[config.mk]
export PLATFORM = sky130hd
export DESIGN_NAME = red_blob_centroid_tracker
export DESIGN_NICKNAME = d
export VERILOG_FILES = /design/src/rtl/rbct_pkg.sv /design/src/rtl/rbct_front.sv /design/src/rtl/rbct_queue.sv /design/src/rtl/rbct_back.sv /design/src/rtl/red_blob_centroid_tracker.sv
export SDC_FILE = /design/constraint.sdc
export NUM_CORES = 2
export LEC_CHECK = 0
export ABC_AREA = 1
export BUFFER_PORTS_ARGS = -buffer_cell sky130_fd_sc_hd__buf_2
export CAP_MARGIN = 15
export CORE_MARGIN = 5
export CORE_UTILIZATION = 55
export CTS_BUF_LIST = sky130_fd_sc_hd__clkbuf_4 sky130_fd_sc_hd__clkbuf_8
export DETAILED_ROUTE_END_ITERATION = 6
export GPL_TIMING_DRIVEN = 1
export PLACE_DENSITY_LB_ADDON = 0.25
export SLEW_MARGIN = 20
export SYNTH_ARGS = -nofsm -noshare
export SYNTH_HDL_FRONTEND = slang
export SYNTH_HIERARCHICAL = 1
export SYNTH_SLANG_ARGS = --single-unit
[constraint.sdc]
create_clock -name clock -period 6.73 [get_ports clock]
set_input_delay 0.673 -clock clock [delete_from_list [all_inputs] [get_ports clock]]
set_output_delay 0.673 -clock clock [all_outputs]
set_load 0.01 [all_outputs]
[src/rtl/rbct_pkg.sv]
// Package for the red blob centroid tracker.
// Holds the field widths, the queue entry type, the back-end state type and the constants.
// Depends on nothing.
`timescale 1ns / 1ps

package rbct_pkg;

   localparam int PIX_W    = 8;
   localparam int COORD_W  = 11;
   localparam int CNT_W    = 23;
   localparam int SUM_W    = 34;
   localparam int RAD_W    = 11;
   localparam int LUMA_W   = 16;
   localparam int CHROMA_W = 10;
   localparam int STEP_W   = 6;
   localparam int LIM_W    = 30;
   localparam int SQ_W     = 22;
   localparam int AREA_W   = 31;
   localparam int Q_AW     = 2;
   localparam int Q_FILL_W = 3;

   localparam logic [Q_FILL_W-1:0] Q_DEPTH        = 3'd4;
   localparam logic [PIX_W-1:0]    MIN_LUMA_RESET = 8'd50;
   localparam logic [CNT_W-1:0]    CNT_MAX        = 23'h7F_FFFF;
   localparam logic [COORD_W-1:0]  COORD_MAX      = 11'd2047;
   localparam logic [STEP_W-1:0]   DIV_STEPS      = 6'd34;
   localparam logic [RAD_W-1:0]    ROOT_TOP_BIT   = 11'h400;

   localparam logic [LUMA_W-1:0] LUMA_B_WEIGHT = 16'd11;
   localparam logic [LUMA_W-1:0] LUMA_G_WEIGHT = 16'd59;
   localparam logic [LUMA_W-1:0] LUMA_R_WEIGHT = 16'd30;
   localparam logic [LUMA_W-1:0] RED_WEIGHT    = 16'd200;
   localparam logic [LUMA_W-1:0] LUMA_SCALE    = 16'd100;
   localparam logic [LIM_W-1:0]  AREA_SCALE    = 30'd100;
   localparam logic [AREA_W-1:0] AREA_PI       = 31'd314;

   typedef struct packed {
      logic               mask;
      logic [COORD_W-1:0] col;
      logic [COORD_W-1:0] row;
      logic               eof;
   } pixel_entry_type;

   typedef enum logic [1:0] {
      BK_PIXEL,
      BK_CALC,
      BK_SUMMARY
   } back_state_type;

endpackage

[src/rtl/rbct_front.sv]
// Front end of the red blob centroid tracker: holds min_luma and classifies each pixel.
// Depends on rbct_pkg.
`timescale 1ns / 1ps

module rbct_front (
   input  logic                        clock,
   input  logic                        reset,
   input  logic                        push,
   output logic                        full,
   input  logic [rbct_pkg::PIX_W-1:0]   req_blue,
   input  logic [rbct_pkg::PIX_W-1:0]   req_green,
   input  logic [rbct_pkg::PIX_W-1:0]   req_red,
   input  logic [rbct_pkg::COORD_W-1:0] req_col,
   input  logic [rbct_pkg::COORD_W-1:0] req_row,
   input  logic                        req_end_of_frame,
   input  logic                        csr_write,
   input  logic [rbct_pkg::PIX_W-1:0]   csr_wdata,
   input  logic                        q_full,
   output logic                        q_push,
   output rbct_pkg::pixel_entry_type   q_entry
);
   import rbct_pkg::*;

   logic [PIX_W-1:0]    min_luma_ff;
   logic [PIX_W-1:0]    min_luma_in;
   logic [LUMA_W-1:0]   luma100;
   logic [LUMA_W-1:0]   red200;
   logic [LUMA_W-1:0]   luma_floor;
   logic [CHROMA_W-1:0] red2;
   logic [CHROMA_W-1:0] blue3;
   logic [CHROMA_W-1:0] green3;
   logic                is_red;

   always_comb begin
      min_luma_in = csr_write ? csr_wdata : min_luma_ff;
   end

   always_ff @(posedge clock) begin
      if (reset) begin
         min_luma_ff <= MIN_LUMA_RESET;
      end else begin
         min_luma_ff <= min_luma_in;
      end
   end

   always_comb begin
      luma100    = LUMA_B_WEIGHT * LUMA_W'(req_blue) + LUMA_G_WEIGHT * LUMA_W'(req_green)
                 + LUMA_R_WEIGHT * LUMA_W'(req_red);
      red200     = RED_WEIGHT * LUMA_W'(req_red);
      luma_floor = LUMA_SCALE * LUMA_W'(min_luma_ff);
      red2       = CHROMA_W'(req_red) << 1;
      blue3      = CHROMA_W'(req_blue) + (CHROMA_W'(req_blue) << 1);
      green3     = CHROMA_W'(req_green) + (CHROMA_W'(req_green) << 1);
      is_red     = (red200 > luma100) && (red2 > blue3) && (red2 > green3)
                 && (luma100 > luma_floor);
   end

   assign full          = q_full;
   assign q_push        = push && !q_full;
   assign q_entry.mask  = is_red;
   assign q_entry.col   = req_col;
   assign q_entry.row   = req_row;
   assign q_entry.eof   = req_end_of_frame;

endmodule

[src/rtl/rbct_queue.sv]
// Short queue of classified pixel items between the front and the back end.
// Depends on rbct_pkg.
`timescale 1ns / 1ps

module rbct_queue (
   input  logic                      clock,
   input  logic                      reset,
   input  logic                      wr_en,
   input  rbct_pkg::pixel_entry_type wr_entry,
   output logic                      q_full,
   input  logic                      rd_en,
   output rbct_pkg::pixel_entry_type rd_entry,
   output logic                      q_empty
);
   import rbct_pkg::*;

   pixel_entry_type       slot_ff [2**Q_AW];
   logic [Q_AW-1:0]       wr_ptr_ff;
   logic [Q_AW-1:0]       wr_ptr_in;
   logic [Q_AW-1:0]       rd_ptr_ff;
   logic [Q_AW-1:0]       rd_ptr_in;
   logic [Q_FILL_W-1:0]   fill_ff;
   logic [Q_FILL_W-1:0]   fill_in;

   always_comb begin
      wr_ptr_in = wr_en ? wr_ptr_ff + 1'b1 : wr_ptr_ff;
      rd_ptr_in = rd_en ? rd_ptr_ff + 1'b1 : rd_ptr_ff;
      fill_in   = fill_ff;
      if (wr_en && !rd_en) begin
         fill_in = fill_ff + 1'b1;
      end else if (rd_en && !wr_en) begin
         fill_in = fill_ff - 1'b1;
      end
   end

   always_ff @(posedge clock) begin
      if (reset) begin
         wr_ptr_ff <= '0;
         rd_ptr_ff <= '0;
         fill_ff   <= '0;
      end else begin
         wr_ptr_ff <= wr_ptr_in;
         rd_ptr_ff <= rd_ptr_in;
         fill_ff   <= fill_in;
      end
   end

   always_ff @(posedge clock) begin
      if (wr_en) begin
         slot_ff[wr_ptr_ff] <= wr_entry;
      end
   end

   assign rd_entry = slot_ff[rd_ptr_ff];
   assign q_full   = (fill_ff == Q_DEPTH);
   assign q_empty  = (fill_ff == '0);

endmodule

[src/rtl/rbct_back.sv]
// Back end of the red blob centroid tracker: accumulates red pixels, runs the centroid
// division and the radius search, and holds the result register. Depends on rbct_pkg.
`timescale 1ns / 1ps

module rbct_back (
   input  logic                        clock,
   input  logic                        reset,
   input  rbct_pkg::pixel_entry_type   q_head,
   input  logic                        q_empty,
   output logic                        q_pop,
   output logic                        empty,
   input  logic                        pop,
   output logic                        rsp_is_summary,
   output logic                        rsp_mask,
   output logic [rbct_pkg::COORD_W-1:0] rsp_center_x,
   output logic [rbct_pkg::COORD_W-1:0] rsp_center_y,
   output logic [rbct_pkg::RAD_W-1:0]   rsp_radius,
   output logic [rbct_pkg::CNT_W-1:0]   rsp_pixel_count,
   output logic                        rsp_last
);
   import rbct_pkg::*;

   back_state_type     state_ff;
   back_state_type     state_in;
   logic               out_free;
   logic               take_pixel;
   logic               load_summary;
   logic               calc_run;

   logic               out_valid_ff;
   logic               out_valid_in;
   logic               out_summary_ff;
   logic               out_mask_ff;
   logic [COORD_W-1:0] out_cx_ff;
   logic [COORD_W-1:0] out_cy_ff;
   logic [RAD_W-1:0]   out_rad_ff;
   logic [CNT_W-1:0]   out_cnt_ff;
   logic               out_last_ff;

   logic [CNT_W-1:0]   acc_cnt_ff;
   logic [SUM_W-1:0]   acc_col_ff;
   logic [SUM_W-1:0]   acc_row_ff;
   logic [CNT_W-1:0]   cnt_new;
   logic [SUM_W:0]     col_sum;
   logic [SUM_W:0]     row_sum;
   logic [SUM_W-1:0]   col_new;
   logic [SUM_W-1:0]   row_new;

   logic [CNT_W-1:0]   cnt_ff;
   logic [SUM_W-1:0]   qc_ff;
   logic [SUM_W-1:0]   qr_ff;
   logic [CNT_W-1:0]   remc_ff;
   logic [CNT_W-1:0]   remr_ff;
   logic [STEP_W-1:0]  step_ff;
   logic [CNT_W:0]     trial_c;
   logic [CNT_W:0]     trial_r;
   logic [CNT_W:0]     divisor;
   logic               ge_c;
   logic               ge_r;
   logic [CNT_W:0]     diff_c;
   logic [CNT_W:0]     diff_r;

   logic [LIM_W-1:0]   lim_ff;
   logic [RAD_W-1:0]   root_ff;
   logic [RAD_W-1:0]   bit_ff;
   logic [SQ_W-1:0]    sq_ff;
   logic               phase_ff;
   logic [RAD_W-1:0]   trial_root;
   logic [SQ_W-1:0]    sq_in;
   logic [AREA_W-1:0]  area;
   logic               root_fits;

   logic [COORD_W-1:0] mean_x;
   logic [COORD_W-1:0] mean_y;

   assign out_free = !out_valid_ff || pop;

   always_comb begin
      take_pixel   = 1'b0;
      load_summary = 1'b0;
      calc_run     = 1'b0;
      unique case (state_ff)
         BK_PIXEL: begin
            take_pixel = !q_empty && out_free;
         end
         BK_CALC: begin
            calc_run = 1'b1;
         end
         BK_SUMMARY: begin
            load_summary = out_free;
         end
         default: begin
            take_pixel = 1'b0;
         end
      endcase
   end

   always_comb begin
      state_in = state_ff;
      unique case (state_ff)
         BK_PIXEL: begin
            if (take_pixel && q_head.eof) begin
               state_in = BK_CALC;
            end
         end
         BK_CALC: begin
            if (step_ff == STEP_W'(1)) begin
               state_in = BK_SUMMARY;
            end
         end
         BK_SUMMARY: begin
            if (load_summary) begin
               state_in = BK_PIXEL;
            end
         end
         default: begin
            state_in = BK_PIXEL;
         end
      endcase
   end

   always_comb begin
      cnt_new = (acc_cnt_ff == CNT_MAX) ? CNT_MAX : acc_cnt_ff + 1'b1;
      col_sum = {1'b0, acc_col_ff} + (SUM_W + 1)'(q_head.col);
      row_sum = {1'b0, acc_row_ff} + (SUM_W + 1)'(q_head.row);
      col_new = col_sum[SUM_W] ? '1 : col_sum[SUM_W-1:0];
      row_new = row_sum[SUM_W] ? '1 : row_sum[SUM_W-1:0];
   end

   always_comb begin
      divisor = {1'b0, cnt_ff};
      trial_c = {remc_ff, qc_ff[SUM_W-1]};
      trial_r = {remr_ff, qr_ff[SUM_W-1]};
      ge_c    = trial_c >= divisor;
      ge_r    = trial_r >= divisor;
      diff_c  = ge_c ? trial_c - divisor : trial_c;
      diff_r  = ge_r ? trial_r - divisor : trial_r;
   end

   always_comb begin
      trial_root = root_ff | bit_ff;
      sq_in      = SQ_W'({11'd0, trial_root} * {11'd0, trial_root});
      area       = AREA_W'(sq_ff) * AREA_PI;
      root_fits  = area <= {1'b0, lim_ff};
   end

   always_comb begin
      mean_x = '0;
      mean_y = '0;
      if (cnt_ff != '0) begin
         mean_x = (|qc_ff[SUM_W-1:COORD_W]) ? COORD_MAX : qc_ff[COORD_W-1:0];
         mean_y = (|qr_ff[SUM_W-1:COORD_W]) ? COORD_MAX : qr_ff[COORD_W-1:0];
      end
   end

   always_comb begin
      out_valid_in = out_valid_ff && !pop;
      if (take_pixel || load_summary) begin
         out_valid_in = 1'b1;
      end
   end

   always_ff @(posedge clock) begin
      if (reset) begin
         state_ff     <= BK_PIXEL;
         out_valid_ff <= 1'b0;
         acc_cnt_ff   <= '0;
         acc_col_ff   <= '0;
         acc_row_ff   <= '0;
      end else begin
         state_ff     <= state_in;
         out_valid_ff <= out_valid_in;
         if (take_pixel && q_head.mask && !q_head.eof) begin
            acc_cnt_ff <= cnt_new;
            acc_col_ff <= col_new;
            acc_row_ff <= row_new;
         end else if (take_pixel && q_head.eof) begin
            acc_cnt_ff <= '0;
            acc_col_ff <= '0;
            acc_row_ff <= '0;
         end
      end
   end

   always_ff @(posedge clock) begin
      if (take_pixel) begin
         out_summary_ff <= 1'b0;
         out_mask_ff    <= q_head.mask;
         out_cx_ff      <= '0;
         out_cy_ff      <= '0;
         out_rad_ff     <= '0;
         out_cnt_ff     <= '0;
         out_last_ff    <= !q_head.eof;
      end else if (load_summary) begin
         out_summary_ff <= 1'b1;
         out_mask_ff    <= 1'b0;
         out_cx_ff      <= mean_x;
         out_cy_ff      <= mean_y;
         out_rad_ff     <= root_ff;
         out_cnt_ff     <= cnt_ff;
         out_last_ff    <= 1'b1;
      end
   end

   always_ff @(posedge clock) begin
      if (take_pixel && q_head.eof) begin
         cnt_ff   <= q_head.mask ? cnt_new : acc_cnt_ff;
         qc_ff    <= q_head.mask ? col_new : acc_col_ff;
         qr_ff    <= q_head.mask ? row_new : acc_row_ff;
         remc_ff  <= '0;
         remr_ff  <= '0;
         step_ff  <= DIV_STEPS;
         root_ff  <= '0;
         bit_ff   <= ROOT_TOP_BIT;
         phase_ff <= 1'b0;
      end else if (calc_run) begin
         lim_ff <= LIM_W'(cnt_ff) * AREA_SCALE;
         if (step_ff != '0) begin
            remc_ff <= diff_c[CNT_W-1:0];
            remr_ff <= diff_r[CNT_W-1:0];
            qc_ff   <= {qc_ff[SUM_W-2:0], ge_c};
            qr_ff   <= {qr_ff[SUM_W-2:0], ge_r};
            step_ff <= step_ff - 1'b1;
         end
         if (bit_ff != '0) begin
            if (!phase_ff) begin
               sq_ff <= sq_in;
            end else begin
               if (root_fits) begin
                  root_ff <= trial_root;
               end
               bit_ff <= bit_ff >> 1;
            end
            phase_ff <= !phase_ff;
         end
      end
   end

   assign q_pop           = take_pixel;
   assign empty           = !out_valid_ff;
   assign rsp_is_summary  = out_summary_ff;
   assign rsp_mask        = out_mask_ff;
   assign rsp_center_x    = out_cx_ff;
   assign rsp_center_y    = out_cy_ff;
   assign rsp_radius      = out_rad_ff;
   assign rsp_pixel_count = out_cnt_ff;
   assign rsp_last        = out_last_ff;

   a_pop_needs_item: assert property (@(posedge clock) disable iff (reset)
      q_pop |-> !q_empty)
      else $error("Queue popped while empty.");

   a_result_held: assert property (@(posedge clock) disable iff (reset)
      (out_valid_ff && !pop) |=> (out_valid_ff && $stable(out_summary_ff)
                                  && $stable(out_mask_ff) && $stable(out_cnt_ff)))
      else $error("Waiting result item was overwritten.");

   a_remainder_bound: assert property (@(posedge clock) disable iff (reset)
      (state_ff == BK_CALC && cnt_ff != '0) |-> (remc_ff < cnt_ff && remr_ff < cnt_ff))
      else $error("Divider remainder not below the divisor.");

   a_root_done: assert property (@(posedge clock) disable iff (reset)
      (state_ff == BK_SUMMARY) |-> (bit_ff == '0))
      else $error("Radius search unfinished at summary time.");

endmodule

[src/rtl/red_blob_centroid_tracker.sv]
// Top level of the red blob centroid tracker.
// Instantiates rbct_front, rbct_queue and rbct_back; depends on rbct_pkg.
`timescale 1ns / 1ps
//
//  Channel   Ports                                    Accepted when
//  input     push, full, req_*                        push && !full
//  result    empty, pop, rsp_*                        pop && !empty
//  config    csr_write, csr_wdata (min_luma)          csr_write
//
//  Each pixel item goes through a queue slot to the result register, one item a cycle while
//  results are popped and the back end is in its pixel state. The last pixel of a frame starts
//  a shift-subtract division, with the radius search run alongside, and then loads the summary item.
//  A four-item queue takes pixels meanwhile; full rises once it is filled.
//  Synchronous reset empties the queue and the result register, clears the sums and
//  sets min_luma to 50. A result item waiting for pop holds the back end only.

module red_blob_centroid_tracker (
   input  logic                        clock,
   input  logic                        reset,
   input  logic                        push,
   output logic                        full,
   input  logic [rbct_pkg::PIX_W-1:0]   req_blue,
   input  logic [rbct_pkg::PIX_W-1:0]   req_green,
   input  logic [rbct_pkg::PIX_W-1:0]   req_red,
   input  logic [rbct_pkg::COORD_W-1:0] req_col,
   input  logic [rbct_pkg::COORD_W-1:0] req_row,
   input  logic                        req_end_of_frame,
   input  logic                        csr_write,
   input  logic [rbct_pkg::PIX_W-1:0]   csr_wdata,
   output logic                        empty,
   input  logic                        pop,
   output logic                        rsp_is_summary,
   output logic                        rsp_mask,
   output logic [rbct_pkg::COORD_W-1:0] rsp_center_x,
   output logic [rbct_pkg::COORD_W-1:0] rsp_center_y,
   output logic [rbct_pkg::RAD_W-1:0]   rsp_radius,
   output logic [rbct_pkg::CNT_W-1:0]   rsp_pixel_count,
   output logic                        rsp_last
);
   import rbct_pkg::*;

   logic            q_full;
   logic            q_empty;
   logic            q_push;
   logic            q_pop;
   pixel_entry_type q_entry;
   pixel_entry_type q_head;

   rbct_front u_front (
      .clock            (clock),
      .reset            (reset),
      .push             (push),
      .full             (full),
      .req_blue         (req_blue),
      .req_green        (req_green),
      .req_red          (req_red),
      .req_col          (req_col),
      .req_row          (req_row),
      .req_end_of_frame (req_end_of_frame),
      .csr_write        (csr_write),
      .csr_wdata        (csr_wdata),
      .q_full           (q_full),
      .q_push           (q_push),
      .q_entry          (q_entry)
   );

   rbct_queue u_queue (
      .clock    (clock),
      .reset    (reset),
      .wr_en    (q_push),
      .wr_entry (q_entry),
      .q_full   (q_full),
      .rd_en    (q_pop),
      .rd_entry (q_head),
      .q_empty  (q_empty)
   );

   rbct_back u_back (
      .clock           (clock),
      .reset           (reset),
      .q_head          (q_head),
      .q_empty         (q_empty),
      .q_pop           (q_pop),
      .empty           (empty),
      .pop             (pop),
      .rsp_is_summary  (rsp_is_summary),
      .rsp_mask        (rsp_mask),
      .rsp_center_x    (rsp_center_x),
      .rsp_center_y    (rsp_center_y),
      .rsp_radius      (rsp_radius),
      .rsp_pixel_count (rsp_pixel_count),
      .rsp_last        (rsp_last)
   );

endmodule
==> Yosys cells after proc, flatten, opt, wreduce, memory -nomap -nowiden <==
Memory sizes are Yosys's and may differ from the RTL's. A register that Yosys moved wholly into a read port is not among the register bits.
Index checks and enable logic that the tools add are counted.
{ "word_totals": {"register_bits": 384, "mem_bits_rw": 96, "input_bits": 60, "elab_cells": 150, "mem_count": 1} }
{ "classes": {"add_sub_neg": 14, "multipliers": 8, "order_cmp": 7, "eq_ne": 8, "n_mux": 41, "bitwise": 3, "n_reduce_logical": 41} }
{ "mem_list": {"columns": ["memory", "words", "word_bits", "read_ports", "rd_ports_with_merged_regs", "write_ports", "line", "rtl"], "rows": [
  ["u_queue.slot_ff", 4, 24, 1, 1, 1, "rbct_queue.sv:17", "pixel_entry_type slot_ff [2**Q_AW];"]
]} }
{ "op_table": {"columns": ["operator", "n"], "rows": [
  ["34-bit two-way mux", 13],
  ["23-bit two-way mux", 6],
  ["34-bit by 11-bit adder with 35-bit output", 2],
  ["24-bit by 23-bit greater-or-equal comparator with 1-bit output", 2],
  ["23-bit OR reduction", 2],
  ["23-bit subtractor", 2],
  ["11-bit two-way mux", 4],
  ["31-bit by 30-bit less-or-equal comparator with 1-bit output", 1],
  ["22-bit by 8-bit multiplier with 30-bit output (second input constant)", 1],
  ["23-bit by 5-bit multiplier with 28-bit output (second input constant)", 1],
  ["5-bit by 8-bit multiplier with 13-bit output (first input constant)", 2],
  ["4-bit by 8-bit multiplier with 12-bit output (first input constant)", 2],
  ["23-bit by 1-bit adder with 23-bit output (second input constant)", 1],
  ["23-bit == test (second input constant)", 1],
  ["23-bit nonzero test", 1],
  ["11-bit by 11-bit multiplier with 22-bit output", 1],
  ["8-bit by 9-bit adder with 10-bit output", 2],
  ["9-bit by 10-bit greater-than comparator with 1-bit output", 2],
  ["16-bit by 13-bit adder with 16-bit output", 1],
  ["16-bit by 15-bit greater-than comparator with 1-bit output", 1],
  ["16-bit greater-than comparator", 1],
  ["12-bit by 14-bit adder with 15-bit output", 1],
  ["6-bit by 8-bit multiplier with 14-bit output (first input constant)", 1],
  ["1-bit logical AND", 11],
  ["25 further kinds", 60]
]} }

==> Longest topological paths before layout <==
{ "logic_depth": {"word_depth": 7, "mapped_depth": 37, "depth_no_buf": 36} }

==> By module <==
Netlist, hierarchy kept.
{ "modules_own_cells": {"columns": ["mod", "instances", "cells_per_inst", "area_each_um2", "seq_area_each_um2"], "rows": [
  ["rbct_back", 1, 3957, 30090.1, 8788.4],
  ["rbct_front", 1, 813, 6527.5, 160.2],
  ["rbct_queue", 1, 290, 4171.5, 3062.9]
]} }

==> Worst setup path after synthesis <==
Ideal clock, no wire load.
{ "synth_path": {"path_kind": "in2reg", "start": "input port req_red[3] (netlist name)", "end": "memory u_queue/slot_ff[0][23] (netlist name), data pin", "setup_time_ns": 0.254, "t_arrival_ns": 6.128, "required_ns": 6.476, "slack_ns": 0.348, "path_stages": 34, "path_buffers": 1, "cell_sequence": "inv_1 -> fa_1 -> fa_1 -> inv_1 -> ha_1 -> a21oi_1 -> nand2_1 -> a21oi_1 -> nor2_1 -> nor2_1 -> xor2_1 -> inv_1 -> ha_1 -> fa_1 -> inv_1 -> fa_1 -> inv_1 -> ha_1 -> a21oi_2 -> nor2_1 -> nor2_1 -> o31ai_1 -> xor2_1 -> inv_1 -> ha_1 -> nand2_1 -> nor2_1 -> a211oi_1 -> o211ai_1 -> a21oi_1 -> nand2_1 -> nand2_1 -> nor2_1 -> buf_4"} }
{ "synth_via": {"elab_chain_len": 6} }
{ "synth_rtl": {"columns": ["element", "line", "rtl"], "rows": [
  ["start, declared", "red_blob_centroid_tracker.sv:24", "input logic [rbct_pkg::PIX_W-1:0] req_red,"],
  ["4-bit by 8-bit multiplier with 12-bit output", "rbct_front.sv:48", "+ LUMA_R_WEIGHT * LUMA_W'(req_red);"],
  ["16-bit by 13-bit adder with 16-bit output", "rbct_front.sv:48", null],
  ["16-bit greater-than comparator", "rbct_front.sv:54", "is_red = (red200 > luma100) && (red2 > blue3) && (red2 > green3)"],
  ["1-bit logical AND (2 in series)", "rbct_front.sv:54", null],
  ["1-bit logical AND (*)", "rbct_front.sv:55", "&& (luma100 > luma_floor);"],
  ["via u_front.is_red", "rbct_front.sv:32", "logic is_red;"],
  ["end, declared", "rbct_queue.sv:17", null]
]} }
Mark *: on every way through the listed nets, which the timed path passes. The rest lies on a longest branch.

==> impl_metrics.csv <==
group,metric,value,unit
outcome,outcome,"complete, no violations",
worst_setup_path,slowest_delay,0.53,ns
synth,synth_edf_count,238,
routing,drc,0,
finish,diodes,0,
routing,wl,98.9,mm
worst_setup_path,rr_endpoint,"u_back/root_ff[2]$_SDFFE_PP0P_",
sta,setup_viol_count_final,0,
grt,grt_pass1_vias,32500,
finish,num-fill-cells,6610,
synth,syn_area_per_cell,8.06,um^2
worst_setup_path,rrSetupSlack,0.75,ns
die,die_x,282,um
synth,yosys_warnings,6,
finish,nNetsFinal,5923,
sta,slew-limit-headroom,0.252,
die,die_area,0.0797,mm^2
routing,drt-initial-drc-count,2209,
worst_setup_path,critical_path_class,"in -> reg",
synth,syn_area,0.0408,mm^2
sta,fin_skew,0.0598,ns
routing,dr.pass1.iters,5,
worst_setup_path,cp.arrival,6.60,ns
routing,routed_via_density,5.38,
clock_network,post_cts_resized,0,
synth,synth.most_common_cell,"nand2_1",
synth,synth_area_leaders,"edfxtp_1 18%, ha_1 15%, dfxtp_1 12%",
finish,areaGrowthSynthToFinish,7.97,%
clock_network,postCtsSetupRepairBufs,0,
die,core,0.0732,mm^2
sta,setup_ws,0.595,ns
grt,antenna_found_initial,1,
clock_network,h-tree-depth,3,
job,cap_violations,0,
placement,io_buffers,120,
sta,report.final.hold_viol_count,0,
placement,pre_cts_ws,-0.113,ns
synth,yosys.area.top_type,"edfxtp_1",
sta,finalCritPeriodShare,0.912,
finish,multi_input_area,0.0248,mm^2
sta,rsz0062_at_grt,"no",
worst_setup_path,cp_slowest_cell,"fa_1",
worst_setup_path,worstSetupStartpointType,"input pin",
hold_path,hold_path_class,"in -> reg",
clock_network,cts_made_buffers,84,
finish,register_area,0.0120,mm^2
synth,syn_inst,5060,
die,rows,99,
routing,wl_per_cell,16.0,um
die,die_h,282,um
worst_setup_path,reg2regPathDepth,25,
grt,grt_pass1_wl,163,mm
hold_path,hold_path_end,"u_front/min_luma_ff[5]$_SDFFE_PP1P_",
clock_network,clkTransAtPathRegs,0.06,ns
synth,ys_types,63,
die,start_util,0.557,
sta,tightest_slew,1.12,ns
finish,final_util,0.602,
worst_setup_path,crit_fanout,4,
synth,seq_area_frac_synth,0.294,
synth,ys.flop_type,"dfxtp_1",
hold_path,holdPathStages,3,
clock_network,cts_max_path_buffers,3,
placement,dp.cells,6038,
grt,grt_use_total,0.247,
clock_network,cts_hold_buf,0,
synth,synth_seq_cells,481,
grt,grt_max_degree,91,
sta,max_freq,163,MHz
clock_network,cts-root-buf,"clkbuf_8",
worst_setup_path,end_kind,"flip-flop",
worst_setup_path,reg2reg_from,"u_back/sq_ff[5]$_DFFE_PP_",
sta,maxSlewViolCount,0,
finish,drive_above_1_share,0.0945,
finish,final_cells,6195,
sta,fin_crit,6.14,ns
placement,place_hpwl,73.6,mm
synth,synth_async_sr_flop_share,0,
clock_network,cts_tree,"built",
routing,via_count,33300,
hold_path,holdCritStartpoint,"csr_wdata[5]",
die,ios,121,
sta,holdWs,0.179,ns
synth,netlist_top_cells_count,"975 x nand2_1, 820 x inv_1, 485 x ha_1",
routing,postRouteAntennaNets,0,
placement,gp_congestion,0.940,
synth,synth_top_area_share,0.175,
grt,overflow,0,
worst_setup_path,required,7.19,ns
clock_network,cts_num_sinks,481,
clock_network,worst_skew_pair.late_latency,0.72,ns
==> worst max-delay path: cells and delay by family <==
family                   cells  cell delay, ns
AND/OR/NAND/NOR             10            0.72
AO/OA/AOI/OAI                7            1.09
XOR/XNOR                     2            0.37
adder cells (fa/ha/maj)      8            3.21
buffers and inverters        7            0.50
==> how the worst max path moves through the flow <==
stage / startpoint / to / slack [ns] / cells past startpoint
floorplan: req_red[3] / u_queue/slot_ff[0][23]$_DFFE_PP_ / 0.35 / 34
global placement: req_red[2] / u_queue/slot_ff[2][23]$_DFFE_PP_ / -0.08 / 34
detailed placement: req_red[0] / u_queue/slot_ff[2][23]$_DFFE_PP_ / -0.11 / 28
CTS: req_red[2] / u_queue/slot_ff[1][23]$_DFFE_PP_ / 0.64 / 34
global route: req_red[2] / u_queue/slot_ff[1][23]$_DFFE_PP_ / 0.18 / 32
finish: req_red[2] / u_queue/slot_ff[1][23]$_DFFE_PP_ / 0.59 / 34
==> final cells by class <==
cell class,count,share of cell area
clock inverter,25,0.00497
sequential,481,0.273
clock buffer,132,0.0361
timing repair buffer,177,0.0234
inverter,836,0.0713
multi-input combinational,3585,0.564
tap,959,0.0272
==> routing by layer <==
layer  part of all wire  track usage  wire (um)  vias to the layer above
met3              0.056       0.0357       5510                      152
met4              0.025       0.0652       2510                        0
met2               0.46        0.407      45300                      805
li1                   -            -          -                    16800
met1               0.46        0.346      45600                    15600
met5                  0            0          0                        -
==> flip-flops by register name, indices dropped and copies added, names as in the netlist, 28 cells and up, named ones only <==
register	cells
u_back/acc_col_ff	34
u_back/acc_row_ff	34
u_back/lim_ff	28
u_back/qc_ff	34
u_back/qr_ff	34
u_queue/slot_ff	96
==> per-stage QoR <==
step / TNS (ns) / instance area (um^2)
finish: 0 / 44000
detailed placement: -0.451 / 42200
CTS: 0 / 44000
floorplan: 0 / 40800
global placement: -0.308 / 42200
global route: 0 / 44000
==> cells in the final DEF, fill, tap and decap left out, types with 20 or more instances in the layout <==
cell / n
nor4_1: 26
edfxtp_1: 238
nor3_1: 48
clkbuf_8: 96
ha_1: 485
nand4_1: 50
clkbuf_4: 36
a21o_1: 30
nor2_2: 30
o21ai_1: 61
buf_2: 119
xnor2_1: 51
a21oi_1: 335
o211ai_1: 23
xor2_1: 123
nand2_1: 974
inv_1: 819
buf_4: 58
o21ai_0: 336
nor2_1: 329
dfxtp_1: 243
fa_1: 213
nand3_1: 244
o22ai_2: 20
or2_2: 24
==> cells by family (layout without fill, tap and decap cells) <==
kind of cell,Yosys count,count (layout),share of synthesized area
other,1,2,0.0000919
buffers and inverters,995,1170,0.0974
AO/OA/AOI/OAI,907,907,0.125
XOR/XNOR,174,174,0.0374
flip-flops,481,481,0.294
adder cells (fa/ha/maj),698,698,0.253
AND/OR/NAND/NOR,1804,1804,0.192
Power is left out: the tool's default activity adds up to more than one toggle a clock period on the data nets, which glitch-free logic cannot reach.
